**src/rtl/csp_pkg.sv**
```systemverilog
// Shared types and constants for the CSI sequence parser.
// Has no dependencies; csi_sequence_parser and csp_checker refer to it by scoped names.
package csp_pkg;

    // Request command codes.
    localparam logic CMD_SEQ  = 1'b0;
    localparam logic CMD_READ = 1'b1;

    // Response status codes.
    localparam logic [1:0] ST_BYTE   = 2'd0;
    localparam logic [1:0] ST_ACCEPT = 2'd1;
    localparam logic [1:0] ST_REJECT = 2'd2;
    localparam logic [1:0] ST_READ   = 2'd3;

    // Characters that the parser recognises.
    localparam logic [7:0] CH_ESC     = 8'h1b;
    localparam logic [7:0] CH_BRACKET = 8'h5b;
    localparam logic [7:0] CH_SEMI    = 8'h3b;
    localparam logic [7:0] CH_COLON   = 8'h3a;
    localparam logic [7:0] CH_ZERO    = 8'h30;
    localparam logic [7:0] CH_NINE    = 8'h39;

    // One request: a sequence byte or a read of the stored sequence.
    typedef struct packed {
        logic        cmd;
        logic [7:0]  seq_byte;
        logic        is_last;
        logic [2:0]  group_sel;
        logic [2:0]  index_sel;
        logic [31:0] fallback;
    } t_req;

    // One response.
    typedef struct packed {
        logic [1:0]  status;
        logic [7:0]  final_byte;
        logic [3:0]  group_total;
        logic        found;
        logic [31:0] read_value;
    } t_rsp;

endpackage

```
**src/rtl/csp_store.sv**
```systemverilog
// Two-bank value store and per-group value counts of the CSI sequence parser.
// Both are synchronous memories with one write and one registered read port.
// Depends on nothing but its parameters.
module csp_store #(
    parameter int  MAX_GROUPS = 8,
    parameter int  MAX_VALUES = 8,
    parameter int  VALUE_BITS = 32,
    localparam int GIW        = (MAX_GROUPS > 1) ? $clog2(MAX_GROUPS) : 1,
    localparam int VIW        = (MAX_VALUES > 1) ? $clog2(MAX_VALUES) : 1,
    localparam int CW         = $clog2(MAX_VALUES + 1),
    localparam int AW         = 1 + GIW + VIW,
    localparam int CAW        = 1 + GIW
) (
    input  logic                  i_clk,
    // Value store ports.
    input  logic                  i_val_we,
    input  logic [AW-1:0]         i_val_waddr,
    input  logic [VALUE_BITS-1:0] i_val_wdata,
    input  logic                  i_val_re,
    input  logic [AW-1:0]         i_val_raddr,
    output logic [VALUE_BITS-1:0] o_val_rdata,
    // Value count ports.
    input  logic                  i_cnt_we,
    input  logic [CAW-1:0]        i_cnt_waddr,
    input  logic [CW-1:0]         i_cnt_wdata,
    input  logic                  i_cnt_re,
    input  logic [CAW-1:0]        i_cnt_raddr,
    output logic [CW-1:0]         o_cnt_rdata
);

    logic [VALUE_BITS-1:0] r_val_mem [2**AW];
    logic [CW-1:0]         r_cnt_mem [2**CAW];
    logic [VALUE_BITS-1:0] r_val_rdata;
    logic [CW-1:0]         r_cnt_rdata;

    // Value store: write port and registered read port.
    always_ff @(posedge i_clk) begin
        if (i_val_we) begin
            r_val_mem[i_val_waddr] <= i_val_wdata;
        end
        if (i_val_re) begin
            r_val_rdata <= r_val_mem[i_val_raddr];
        end
    end

    // Value counts: write port and registered read port.
    always_ff @(posedge i_clk) begin
        if (i_cnt_we) begin
            r_cnt_mem[i_cnt_waddr] <= i_cnt_wdata;
        end
        if (i_cnt_re) begin
            r_cnt_rdata <= r_cnt_mem[i_cnt_raddr];
        end
    end

    assign o_val_rdata = r_val_rdata;
    assign o_cnt_rdata = r_cnt_rdata;

endmodule

```
**src/rtl/csi_sequence_parser.sv**
```systemverilog
// Top level of the CSI escape sequence parser: byte parser, read path and output stage.
// Depends on csp_pkg and instantiates csp_store.
//
//  Channel   Direction  Handshake                  Payload
//  request   in         i_req_valid / o_req_stall  i_req (csp_pkg::t_req)
//  response  out        o_rsp_valid / i_rsp_stall  o_rsp (csp_pkg::t_rsp)
//
// One request is accepted per cycle while o_req_stall is low; each gives exactly one
// response, registered by the store's read port and then by the output register.
// A byte updates the decimal accumulator and counters, and writes the store, in its
// accept cycle, so requests follow back to back with no interlock.
// Reset is synchronous and active low; the store needs no clearing pass.
// A stalled response holds; requests stall only when both pipeline stages are full.
module csi_sequence_parser #(
    parameter int MAX_GROUPS = 8,
    parameter int MAX_VALUES = 8,
    parameter int VALUE_BITS = 32
) (
    input  logic          i_clk,
    input  logic          i_rst_n,
    input  logic          i_req_valid,
    output logic          o_req_stall,
    input  csp_pkg::t_req i_req,
    output logic          o_rsp_valid,
    input  logic          i_rsp_stall,
    output csp_pkg::t_rsp o_rsp
);

    localparam int GIW = (MAX_GROUPS > 1) ? $clog2(MAX_GROUPS) : 1;
    localparam int VIW = (MAX_VALUES > 1) ? $clog2(MAX_VALUES) : 1;
    localparam int GCW = $clog2(MAX_GROUPS + 1);
    localparam int CW  = $clog2(MAX_VALUES + 1);
    localparam int AW  = 1 + GIW + VIW;
    localparam int CAW = 1 + GIW;

    // Parser phases.
    localparam logic [1:0] PH_ESC     = 2'd0;
    localparam logic [1:0] PH_BRACKET = 2'd1;
    localparam logic [1:0] PH_BODY    = 2'd2;
    localparam logic [1:0] PH_DISCARD = 2'd3;

    // What a request carries into the read stage.
    typedef struct packed {
        logic [1:0]  status;
        logic [7:0]  final_byte;
        logic [3:0]  group_total;
        logic        is_read;
        logic        grp_ok;
        logic [2:0]  index_sel;
        logic [31:0] fallback;
    } t_s1;

    // Parser state.
    logic [1:0]            r_phase, n_phase;
    logic [VALUE_BITS-1:0] r_acc, n_acc;
    logic                  r_has_dig, n_has_dig;
    logic                  r_seg_ne, n_seg_ne;
    logic [CW-1:0]         r_cur_cnt, n_cur_cnt;
    logic [GCW-1:0]        r_gcnt [2];
    logic [GCW-1:0]        n_gcnt [2];
    logic [7:0]            r_final [2];
    logic [7:0]            n_final [2];
    logic                  r_active, n_active;

    // Pipeline stages.
    logic                  r_s1_valid;
    t_s1                   r_s1, n_s1;
    logic                  r_o_valid;
    csp_pkg::t_rsp         r_o_rsp, s1_rsp;

    // Handshake.
    logic req_acc, out_free, s1_free;

    // Parser helpers.
    logic                  bank_b;
    logic                  dropping;
    logic                  is_digit;
    logic                  do_push, do_close;
    logic                  store_val;
    logic [CW-1:0]         cnt_after;
    logic [VALUE_BITS+3:0] acc_x, acc_next;
    logic                  acc_ovf;

    // Store ports.
    logic                  val_we, val_re, cnt_we, cnt_re;
    logic [AW-1:0]         val_waddr, val_raddr;
    logic [CAW-1:0]        cnt_waddr, cnt_raddr;
    logic [VALUE_BITS-1:0] val_rdata;
    logic [CW-1:0]         cnt_rdata;
    logic [GIW-1:0]        cur_gidx;
    logic                  read_found;

    assign out_free    = !r_o_valid || !i_rsp_stall;
    assign s1_free     = !r_s1_valid || out_free;
    assign o_req_stall = !s1_free;
    assign req_acc     = i_req_valid && s1_free;

    // Decimal accumulator step: acc * 10 + digit, with the carry-out flagging overflow.
    assign acc_x    = {4'b0000, r_acc};
    assign acc_next = (acc_x << 3) + (acc_x << 1)
                    + {{VALUE_BITS{1'b0}}, i_req.seq_byte[3:0]};
    assign acc_ovf  = |acc_next[VALUE_BITS+3:VALUE_BITS];

    assign bank_b   = !r_active;
    assign dropping = r_gcnt[bank_b] >= GCW'(MAX_GROUPS);
    assign is_digit = i_req.seq_byte inside {[csp_pkg::CH_ZERO:csp_pkg::CH_NINE]};
    assign cur_gidx = GIW'(r_gcnt[bank_b]);

    // Byte parser: decides the phase change and which of push and close to do.
    always_comb begin
        n_phase   = r_phase;
        n_acc     = r_acc;
        n_has_dig = r_has_dig;
        n_seg_ne  = r_seg_ne;
        n_cur_cnt = r_cur_cnt;
        n_gcnt    = r_gcnt;
        n_final   = r_final;
        n_active  = r_active;
        do_push   = 1'b0;
        do_close  = 1'b0;
        n_s1.status = csp_pkg::ST_BYTE;

        if (req_acc && i_req.cmd == csp_pkg::CMD_READ) begin
            n_s1.status = csp_pkg::ST_READ;
        end else if (req_acc) begin
            case (r_phase)
                PH_ESC: begin
                    if (i_req.is_last) begin
                        n_s1.status = csp_pkg::ST_REJECT;
                    end else if (i_req.seq_byte != csp_pkg::CH_ESC) begin
                        n_phase = PH_DISCARD;
                    end else begin
                        n_gcnt[bank_b] = '0;
                        n_cur_cnt      = '0;
                        n_phase        = PH_BRACKET;
                    end
                end
                PH_BRACKET: begin
                    if (i_req.is_last) begin
                        n_phase     = PH_ESC;
                        n_s1.status = csp_pkg::ST_REJECT;
                    end else if (i_req.seq_byte != csp_pkg::CH_BRACKET) begin
                        n_phase = PH_DISCARD;
                    end else begin
                        n_acc     = '0;
                        n_has_dig = 1'b0;
                        n_seg_ne  = 1'b0;
                        n_phase   = PH_BODY;
                    end
                end
                PH_BODY: begin
                    if (i_req.is_last) begin
                        do_close        = r_seg_ne && !dropping;
                        n_final[bank_b] = i_req.seq_byte;
                        n_active        = bank_b;
                        n_phase         = PH_ESC;
                        n_s1.status     = csp_pkg::ST_ACCEPT;
                    end else if (i_req.seq_byte == csp_pkg::CH_SEMI) begin
                        do_close = !dropping;
                        n_seg_ne = 1'b0;
                    end else begin
                        n_seg_ne = 1'b1;
                        if (!dropping) begin
                            if (i_req.seq_byte == csp_pkg::CH_COLON) begin
                                if (!r_has_dig) begin
                                    n_phase = PH_DISCARD;
                                end else begin
                                    do_push = 1'b1;
                                end
                            end else if (is_digit) begin
                                if (acc_ovf) begin
                                    n_phase = PH_DISCARD;
                                end else begin
                                    n_acc     = acc_next[VALUE_BITS-1:0];
                                    n_has_dig = 1'b1;
                                end
                            end else begin
                                n_phase = PH_DISCARD;
                            end
                        end
                    end
                end
                default: begin
                    if (i_req.is_last) begin
                        n_phase     = PH_ESC;
                        n_s1.status = csp_pkg::ST_REJECT;
                    end
                end
            endcase
        end

        // Store the accumulated value while the group has room.
        store_val = (do_push || (do_close && r_has_dig))
                 && (r_cur_cnt < CW'(MAX_VALUES));
        cnt_after = store_val ? r_cur_cnt + CW'(1) : r_cur_cnt;

        if (do_push) begin
            n_cur_cnt = cnt_after;
            n_acc     = '0;
            n_has_dig = 1'b0;
        end

        // Closing a group writes its value count back and opens the next group.
        if (do_close) begin
            n_gcnt[bank_b] = r_gcnt[bank_b] + GCW'(1);
            n_cur_cnt      = '0;
            n_acc          = '0;
            n_has_dig      = 1'b0;
            n_seg_ne       = 1'b0;
        end

        n_s1.final_byte  = n_final[n_active];
        n_s1.group_total = 4'(n_gcnt[n_active]);
        n_s1.is_read     = i_req.cmd == csp_pkg::CMD_READ;
        n_s1.grp_ok      = 32'(i_req.group_sel) < 32'(r_gcnt[r_active]);
        n_s1.index_sel   = i_req.index_sel;
        n_s1.fallback    = i_req.fallback;
    end

    // Memory access: writes for the inactive bank, reads from the active bank.
    assign val_we    = store_val;
    assign val_waddr = {bank_b, cur_gidx, VIW'(r_cur_cnt)};
    assign cnt_we    = do_close;
    assign cnt_waddr = {bank_b, cur_gidx};
    assign val_re    = req_acc && i_req.cmd == csp_pkg::CMD_READ;
    assign cnt_re    = val_re;
    assign val_raddr = {r_active, GIW'(i_req.group_sel), VIW'(i_req.index_sel)};
    assign cnt_raddr = {r_active, GIW'(i_req.group_sel)};

    csp_store #(
        .MAX_GROUPS (MAX_GROUPS),
        .MAX_VALUES (MAX_VALUES),
        .VALUE_BITS (VALUE_BITS)
    ) u_store (
        .i_clk       (i_clk),
        .i_val_we    (val_we),
        .i_val_waddr (val_waddr),
        .i_val_wdata (r_acc),
        .i_val_re    (val_re),
        .i_val_raddr (val_raddr),
        .o_val_rdata (val_rdata),
        .i_cnt_we    (cnt_we),
        .i_cnt_waddr (cnt_waddr),
        .i_cnt_wdata (cnt_after),
        .i_cnt_re    (cnt_re),
        .i_cnt_raddr (cnt_raddr),
        .o_cnt_rdata (cnt_rdata)
    );

    // Parser state registers.
    always_ff @(posedge i_clk) begin
        if (!i_rst_n) begin
            r_phase    <= PH_ESC;
            r_acc      <= '0;
            r_has_dig  <= 1'b0;
            r_seg_ne   <= 1'b0;
            r_cur_cnt  <= '0;
            r_gcnt[0]  <= '0;
            r_gcnt[1]  <= '0;
            r_final[0] <= '0;
            r_final[1] <= '0;
            r_active   <= 1'b0;
        end else begin
            r_phase    <= n_phase;
            r_acc      <= n_acc;
            r_has_dig  <= n_has_dig;
            r_seg_ne   <= n_seg_ne;
            r_cur_cnt  <= n_cur_cnt;
            r_gcnt[0]  <= n_gcnt[0];
            r_gcnt[1]  <= n_gcnt[1];
            r_final[0] <= n_final[0];
            r_final[1] <= n_final[1];
            r_active   <= n_active;
        end
    end

    // Read stage: waits for the memory read data.
    always_ff @(posedge i_clk) begin
        if (!i_rst_n) begin
            r_s1_valid <= 1'b0;
        end else if (s1_free) begin
            r_s1_valid <= req_acc;
        end
    end

    always_ff @(posedge i_clk) begin
        if (req_acc) begin
            r_s1 <= n_s1;
        end
    end

    // Assemble the response from the read data.
    always_comb begin
        read_found         = r_s1.is_read && r_s1.grp_ok
                          && (32'(r_s1.index_sel) < 32'(cnt_rdata));
        s1_rsp.status      = r_s1.status;
        s1_rsp.final_byte  = r_s1.final_byte;
        s1_rsp.group_total = r_s1.group_total;
        s1_rsp.found       = read_found;
        if (read_found) begin
            s1_rsp.read_value = 32'(val_rdata);
        end else if (r_s1.is_read) begin
            s1_rsp.read_value = r_s1.fallback;
        end else begin
            s1_rsp.read_value = '0;
        end
    end

    // Output register: holds while the response is stalled.
    always_ff @(posedge i_clk) begin
        if (!i_rst_n) begin
            r_o_valid <= 1'b0;
        end else if (out_free) begin
            r_o_valid <= r_s1_valid;
        end
    end

    always_ff @(posedge i_clk) begin
        if (out_free && r_s1_valid) begin
            r_o_rsp <= s1_rsp;
        end
    end

    assign o_rsp_valid = r_o_valid;
    assign o_rsp       = r_o_rsp;

endmodule

```
**config.mk**
```make
export PLATFORM = sky130hd
export DESIGN_NAME = csi_sequence_parser
export DESIGN_NICKNAME = d
export VERILOG_FILES = /design/src/rtl/csp_pkg.sv /design/src/rtl/csp_store.sv /design/src/rtl/csi_sequence_parser.sv
export SDC_FILE = /design/constraint.sdc
export NUM_CORES = 2
export LEC_CHECK = 0
export BUFFER_PORTS_ARGS = -buffer_cell sky130_fd_sc_hd__buf_2
export CORE_MARGIN = 8
export CORE_UTILIZATION = 45
export CTS_BUF_LIST = sky130_fd_sc_hd__clkbuf_8
export CTS_CLUSTER_DIAMETER = 100
export CTS_CLUSTER_SIZE = 20
export DETAILED_ROUTE_END_ITERATION = 10
export GPL_ROUTABILITY_DRIVEN = 1
export SETUP_SLACK_MARGIN = 0.5
export SLEW_MARGIN = 25
export SYNTH_ARGS = -nofsm -noshare
export SYNTH_HDL_FRONTEND = slang
export SYNTH_MEMORY_MAX_BITS = 65536
export SYNTH_SLANG_ARGS = --single-unit
```
**constraint.sdc**
```tcl
create_clock -name i_clk -period 6.2 [get_ports i_clk]
set_input_delay 0.31 -clock i_clk [delete_from_list [all_inputs] [get_ports i_clk]]
set_output_delay 0.31 -clock i_clk [all_outputs]
set_load 0.005 [all_outputs]
```
# ---- Word-level counts from Yosys, hierarchy flattened
# Memory sizes are Yosys's and may differ from the RTL's. A register that Yosys moved wholly into a read port is not among the register bits.
# Index checks and enable logic that the tools add are counted.
dict set report totals {
  reg_bits 165
  mem_bits_rw 4160
  input_bits 52
  out_inout_bits 49
  elab_cells 195
  mem_count 2
}
# name words width read_ports rd_ports_with_merged_regs wr line
set mem_list {}
lappend mem_list {u_store.r_val_mem 128 32 1 1 1 csp_store.sv:31} ;# logic [VALUE_BITS-1:0] r_val_mem [2**AW];
lappend mem_list {u_store.r_cnt_mem 16 4 1 1 1 csp_store.sv:32} ;# logic [CW-1:0] r_cnt_mem [2**CAW];
dict set report classes {
  add_sub_neg 4
  n_lt_le_gt_ge 10
  n_eq_ne 22
  n_mux 95
  n_bitwise 7
  n_reduce_logical 31
}
# operator count
set op_table {}
lappend op_table {{$mux W32} 10}
lappend op_table {{$mux W8} 10}
lappend op_table {{$mux W4} 17}
lappend op_table {{$mux W16} 4}
lappend op_table {{$pmux W32 S2} 1}
lappend op_table {{$add A35 B33 Y36} 1}
lappend op_table {{$add A36 B4 Y36} 1}
lappend op_table {{$mux W1} 33}
lappend op_table {{$mux W2} 13}
lappend op_table {{$ne A2 B2 Y1 const B} 11}
lappend op_table {{$bwmux W16} 1}
lappend op_table {{$eq A8 B6 Y1 const B} 2}
lappend op_table {{$reduce_and A11 Y1} 1}
lappend op_table {{$logic_and A1 B1 Y1} 10}
lappend op_table {{$add A4 B1 Y4 const B} 2}
lappend op_table {{$and A8 B8 Y8} 1}
lappend op_table {{$bwmux W8} 1}
lappend op_table {{$demux W8 S1} 1}
lappend op_table {{$ge A8 B6 Y1 const B} 1}
lappend op_table {{$le A8 B6 Y1 const B} 1}
lappend op_table {{$lt A3 B4 Y1} 2}
lappend op_table {{$ne A8 B5 Y1 const B} 1}
lappend op_table {{$ne A8 B7 Y1 const B} 1}
lappend op_table {{$not A8 Y8} 1}
lappend op_table {{other kinds (26)} 42}

# ---- Logic depth before layout (Yosys ltp)
dict set report logic_depth {
  ltp_word 18
  ltp_mapped 15
  depth_no_buf 13
}

# ---- Hierarchy
# Synthesis repeated with hierarchy kept, for this count alone.
dict set report hier_totals {
  hier_cells 6998
  area_unflattened_um2 168347.7
}
# module instances cells_per_inst area_each_um2 seq_area_each_um2
set modules_own_cells {}
lappend modules_own_cells {csp_store 1 6100 159170.2 126000.8}
lappend modules_own_cells {csi_sequence_parser 1 898 9177.6 4284.1}

# ---- Least setup slack after synthesis
# No wires, ideal clock.
dict set report synth_path {
  path_type {flip-flop to flip-flop}
  startpoint {register r_acc[0]}
  endpoint {register r_acc[10]}
  arrival_ps 5182
  required_ps 6079
  setup_slack_ps 896
  path_stages_with_launch 15
  period_less_slack_ps 5304
  cell_sequence {dfxtp_1 > inv_1 > fa_1 > fa_1 > nand2b_1 > a21o_1 > a2111o_1 > nand2_1 > o211ai_1 > a21o_1 > a2111oi_4 > a21oi_2 > buf_6 > buf_6 > a22o_1}
}
dict set report synth_via {
  elab_chain_cells 9
  word_cells_on_any_way 12
  cone_classes {add/sub (2); eq/ne (1); mux (7); reduce/logical (2)}
}
# element line
set synth_rtl {}
lappend synth_rtl {{start: declaration} csi_sequence_parser.sv:55} ;# logic [VALUE_BITS-1:0] r_acc, n_acc;
lappend synth_rtl {{start signal: assignment} csi_sequence_parser.sv:265} ;# r_acc <= n_acc;
lappend synth_rtl {{$add A35 B33 Y36 (*)} csi_sequence_parser.sv:100} ;# assign acc_next = (acc_x << 3) + (acc_x << 1)
lappend synth_rtl {{$add A36 B4 Y36 (*)} csi_sequence_parser.sv:101} ;# + {{VALUE_BITS{1'b0}}, i_req.seq_byte[3:0]};
lappend synth_rtl {{$mux W32} csi_sequence_parser.sv:171} ;# if (acc_ovf) begin
lappend synth_rtl {{$mux W32} csi_sequence_parser.sv:170} ;# end else if (is_digit) begin
lappend synth_rtl {{$mux W32} csi_sequence_parser.sv:164} ;# if (i_req.seq_byte == csp_pkg::CH_COLON) begin
lappend synth_rtl {{$mux W32} csi_sequence_parser.sv:163} ;# if (!dropping) begin
lappend synth_rtl {{$mux W32} csi_sequence_parser.sv:158} ;# end else if (i_req.seq_byte == csp_pkg::CH_SEMI) begin
lappend synth_rtl {{$mux W32} csi_sequence_parser.sv:152} ;# if (i_req.is_last) begin
lappend synth_rtl {{$pmux W32 S2} csi_sequence_parser.sv:126} ;# case (r_phase)
# Mark *: on every way between the ends. The rest lies on a longest branch, timed or not. The select of a mux whose other input is x is not followed.
# A chain may end at the register's enable or synchronous reset.

# ---- Worst setup path after layout
dict set report layout_path {
  startpoint {register r_o_valid (netlist: o_rsp_valid)}
  endpoint {memory u_store.r_val_mem[53][12], enable pin}
}
dict set report layout_via {
  elab_chain_cells 11
  word_cells_on_any_way 14
  cone_classes {mux (6); reduce/logical (8)}
}
# element line
set layout_rtl {}
lappend layout_rtl {{start: declaration} csi_sequence_parser.sv:68} ;# logic r_o_valid;
lappend layout_rtl {{start signal: assignment} csi_sequence_parser.sv:314} ;# r_o_valid <= r_s1_valid;
lappend layout_rtl {{$logic_not A1 Y1 (*)} csi_sequence_parser.sv:93} ;# assign out_free = !r_o_valid || !i_rsp_stall;
lappend layout_rtl {{$logic_or A1 B1 Y1 (*)} csi_sequence_parser.sv:93}
lappend layout_rtl {{$logic_or A1 B1 Y1 (*)} csi_sequence_parser.sv:94} ;# assign s1_free = !r_s1_valid || out_free;
lappend layout_rtl {{$logic_and A1 B1 Y1 (*)} csi_sequence_parser.sv:96} ;# assign req_acc = i_req_valid && s1_free;
lappend layout_rtl {{$mux W1 or $logic_and A1 B1 Y1 (tied branches)} {csi_sequence_parser.sv:125, csi_sequence_parser.sv:123}}
lappend layout_rtl {{$mux W1} csi_sequence_parser.sv:123} ;# if (req_acc && i_req.cmd == csp_pkg::CMD_READ) begin
lappend layout_rtl {{$logic_and A1 B1 Y1} csi_sequence_parser.sv:193} ;# store_val = (do_push || (do_close && r_has_dig))
lappend layout_rtl {{$logic_or A1 B1 Y1 (*)} csi_sequence_parser.sv:193}
lappend layout_rtl {{$logic_and A1 B1 Y1 (*)} csi_sequence_parser.sv:194} ;# && (r_cur_cnt < CW'(MAX_VALUES));
lappend layout_rtl {{$mux W1 (*)} csp_store.sv:38} ;# if (i_val_we) begin
lappend layout_rtl {{$mux W1 (not written as such) (*)} csp_store.sv:39} ;# r_val_mem[i_val_waddr] <= i_val_wdata;
lappend layout_rtl {{end: declaration} csp_store.sv:31}
# Mark *: on every way between the ends. The rest lies on a longest branch, timed or not.

==> flow_summary.yaml <==
sta:
  setup-tns-final_ns: 0
  fin_crit_ns: 4.99
  max_slew.worst_pin.slew_ns: 1.11
  setup_violations: 0
  final_hold_viol_count: 0
  rsz0062_at_grt: "no"
  clock-skew-final_ns: 0.116
  slew_headroom_pct: 25.8
  slew_violations: 0
  finalCritPeriodShare_pct: 80.6
  finalHoldWorstSlack_ns: 0.0980
  fmax_ghz: 0.200
synthesis:
  synth_area_um2: 168000
  yosys_register_bits: 4361
  synthTopCellsByArea: "edfxtp_1, mux4_2, dfxtp_1"
  avgSynthCellArea_um2: 23.8
  synth_edf_count: 4294
  seq_area_frac_synth_pct: 77.4
  syn_inst: 7062
  synthArstFlopShare_pct: 0
  yosys.area.top_type_share_pct: 76.6
  synth_nets: 7188
  synthFlopType: "edfxtp_1"
  yosysTopAreaCell: "edfxtp_1"
  synth-warning-count: 0
  ys_types: 77
floorplanning:
  rows: 224
  core_um2: 372000
  floorplan.initialDensity_pct: 45.2
  pin_count: 101
  fp.dieW_um: 627
  dieHeight_um: 627
  dieArea_um2: 394000
clocking:
  clock_path_buffers: 4
  clock_latency_ns: 1.15
  cts_buffers: 243
  cts_tree: "yes"
  clock-root-buffer: "clkbuf_8"
  cts.sinks: 4361
  cts_resized: 0
  htree_levels: 4
  clkTransAtPathRegs_ns: 0.13
place:
  io_buffers: 100
  gp_congestion: 0.862
  dp.cells: 12100
  hpwl_um: 267000
flow_run:
  maxCapViolCount: 0
drt:
  drt-pass1-iter-count: 6
  post-route-drc-count: 0
  ant_nets: 0
  via_per_inst: 6.17
  wl_per_cell_um: 35.0
  wirelength_um: 437000
  vias: 77000
  dr.first_iter.drc_count: 9621
pwr:
  power_density_nw_per_um2: 249
  peakVddDrop_mv: 0.232
  leakage_uw: 0.0591
hold_path:
  hold_path.class: "input port to flip-flop"
  whs_endpoint: "r_phase[1]$_SDFFE_PN0P_"
  min_from: "i_req[38]"
  whs_path_depth: 3
global_routing:
  antenna_found_initial: 37
  grt_pass1_vias: 77300
  overflow: 0
  grt_pass1_wl_um: 610000
  gr-usage-all-layers_pct: 21.9
  grt_max_degree: 89
final_layout:
  layout.nets: 7567
  drive_above_1_share_pct: 29.8
  nFillCells: 29500
  final_cells: 12500
  final_util_pct: 49.0
  seq_area_um2: 130000
  syn_to_final_growth_pct: 8.49
  multiInputGateArea_um2: 37200
critical_path:
  required_ns: 6.90
  end_kind: "flip-flop"
  arrival_ns: 5.69
  reg2reg_depth: 10
  slowest_delay_ns: 0.68
  reg2reg_setup_slack_ns: 1.21
  reg2reg_to: "u_store.r_val_mem[53][12]$_DFFE_PP_"
  worstSetupPathType: "flip-flop to flip-flop"
  cp_slowest_cell: "nand3_2"
  start_kind: "flip-flop"
  timing.rr.start: "o_rsp_valid$_SDFFE_PN0P_"
  crit_fanout: 32
  worst_path_most_repeated_cell: "buf_4"
  crit_chain: "and3_1 -> or4_1 -> nor4b_4 -> a21o_1 -> and2b_1 -> nand3_2 -> buf_4 -> buf_4 -> nor2_4 -> buf_4"
outcome:
  outcome: "completed"
==> kinds of logic (layout without fill, tap and decap cells) <==
family	Yosys count	in the layout	synth area share, %
AND/OR/NAND/NOR	551	551	1.42
AO/OA/AOI/OAI	256	256	1.07
buffers and inverters	406	837	0.985
adder cells (fa/ha/maj)	74	74	0.559
XOR/XNOR	30	30	0.156
flip-flops	4361	4361	77.4
multiplexers	1384	1384	18.4
other	0	25	0
==> worst max-delay path: cells and delay by family (launching register included) <==
family	cells	cell delay (ns)
compound gates	1	0.29
simple gates	6	2.56
buf+inv	3	1.23
flops	1	0.38
==> how the worst max path moves through the flow <==
stage / from / to / slack [ns] / depth (start not counted)
2_1_floorplan: r_acc[0]$_SDFFE_PP0P_ / r_acc[10]$_SDFFE_PP0P_ / 0.90 / 14
3_3_place_gp: i_rsp_stall / u_store.r_val_mem[72][6]$_DFFE_PP_ / 1.22 / 11
3_5_place_dp: i_rsp_stall / u_store.r_val_mem[72][13]$_DFFE_PP_ / 1.17 / 11
4_1_cts: o_rsp_valid$_SDFFE_PN0P_ / u_store.r_val_mem[72][5]$_DFFE_PP_ / 1.22 / 10
5_1_grt: r_active$_SDFF_PN0_ / u_store.r_val_mem[72][12]$_DFFE_PP_ / 1.06 / 10
6_report: o_rsp_valid$_SDFFE_PN0P_ / u_store.r_val_mem[53][12]$_DFFE_PP_ / 1.21 / 10
==> registers in the layout, indices dropped and copies added (netlist names) <==
| register | count |
|---|---|
| o_rsp | 47 |
| o_rsp_valid | 1 |
| r_acc | 32 |
| r_active | 1 |
| r_cur_cnt | 4 |
| r_final | 16 |
| r_gcnt | 8 |
| r_has_dig | 1 |
| r_phase | 2 |
| r_s1 | 51 |
| r_s1_valid | 1 |
| r_seg_ne | 1 |
| u_store.o_cnt_rdata | 4 |
| u_store.o_val_rdata | 32 |
| u_store.r_cnt_mem | 64 |
| u_store.r_val_mem | 4096 |
==> layout make-up <==
cell class                 instances  area share (%)
sequential                      4361            71.4
multi-input combinational       2295            20.4
tap                             4972            3.41
timing repair buffer             512            2.63
clock buffer                     245            1.85
clock inverter                    52           0.180
inverter                          28          0.0576
antenna                           25          0.0343
==> Yosys cell counts (39+ instances only) <==
cell         n
edfxtp_1  4294
buf_2       52
ha_1        72
nor2_1     152
dfxtp_1     67
clkbuf_1   264
mux4_2    1364
a21oi_1     68
nand2_1    257
nor3_1      49
buf_1       51
o21ai_0     39
==> power by group <==
group,switching [µW],leakage (µW),internal (µW)
logic,774,0.0133,566
registers,27.3,0.0438,31900
clock network,8620,0.00202,3650
==> through the flow <==
stage	setup slack, ns	total power (µW)	cell area (µm²)
floorplan	0.896	33400	168000
global placement	1.22	33900	177000
detailed placement	1.17	33900	178000
CTS	1.22	45900	182000
global route	1.06	46800	183000
finish	1.21	45500	183000
==> cell usage in the layout (no fill, tap or decap), types with 19 or more instances in the layout <==
master         count
clkbuf_8         245
nand2_1          257
nor2_1            59
buf_4            254
dfxtp_4           33
o21ai_0           39
mux4_2          1364
edfxtp_1        4294
nor2_4            93
dlygate4sd3_1     94
nand3_1           29
inv_1             60
a21boi_0          35
nor3_2            36
buf_12            49
dfxtp_1           33
ha_1              72
buf_2             94
xnor2_1           19
a21oi_1           68
a22o_1            26
diode_2           25
==> layer usage <==
| layer | part of all wire [%] | global-route usage, % | vias up |
|---|---|---|---|
| met1 | 41 | 31.8 | 42800 |
| met2 | 48 | 35.4 | 3042 |
| met4 | 3.2 | 6.00 | 2 |
| li1 | - | - | 30700 |
| met5 | 0.0032 | 0 | - |
| met3 | 7.0 | 2.87 | 496 |
==> timing repair <==
action / in CTS / in global routing
setup buffers: 0 / 0
hold endpoints to repair: 160 / 0
hold buffers: 94 / 0
No activity file was read; power rests on OpenSTA's default activity.
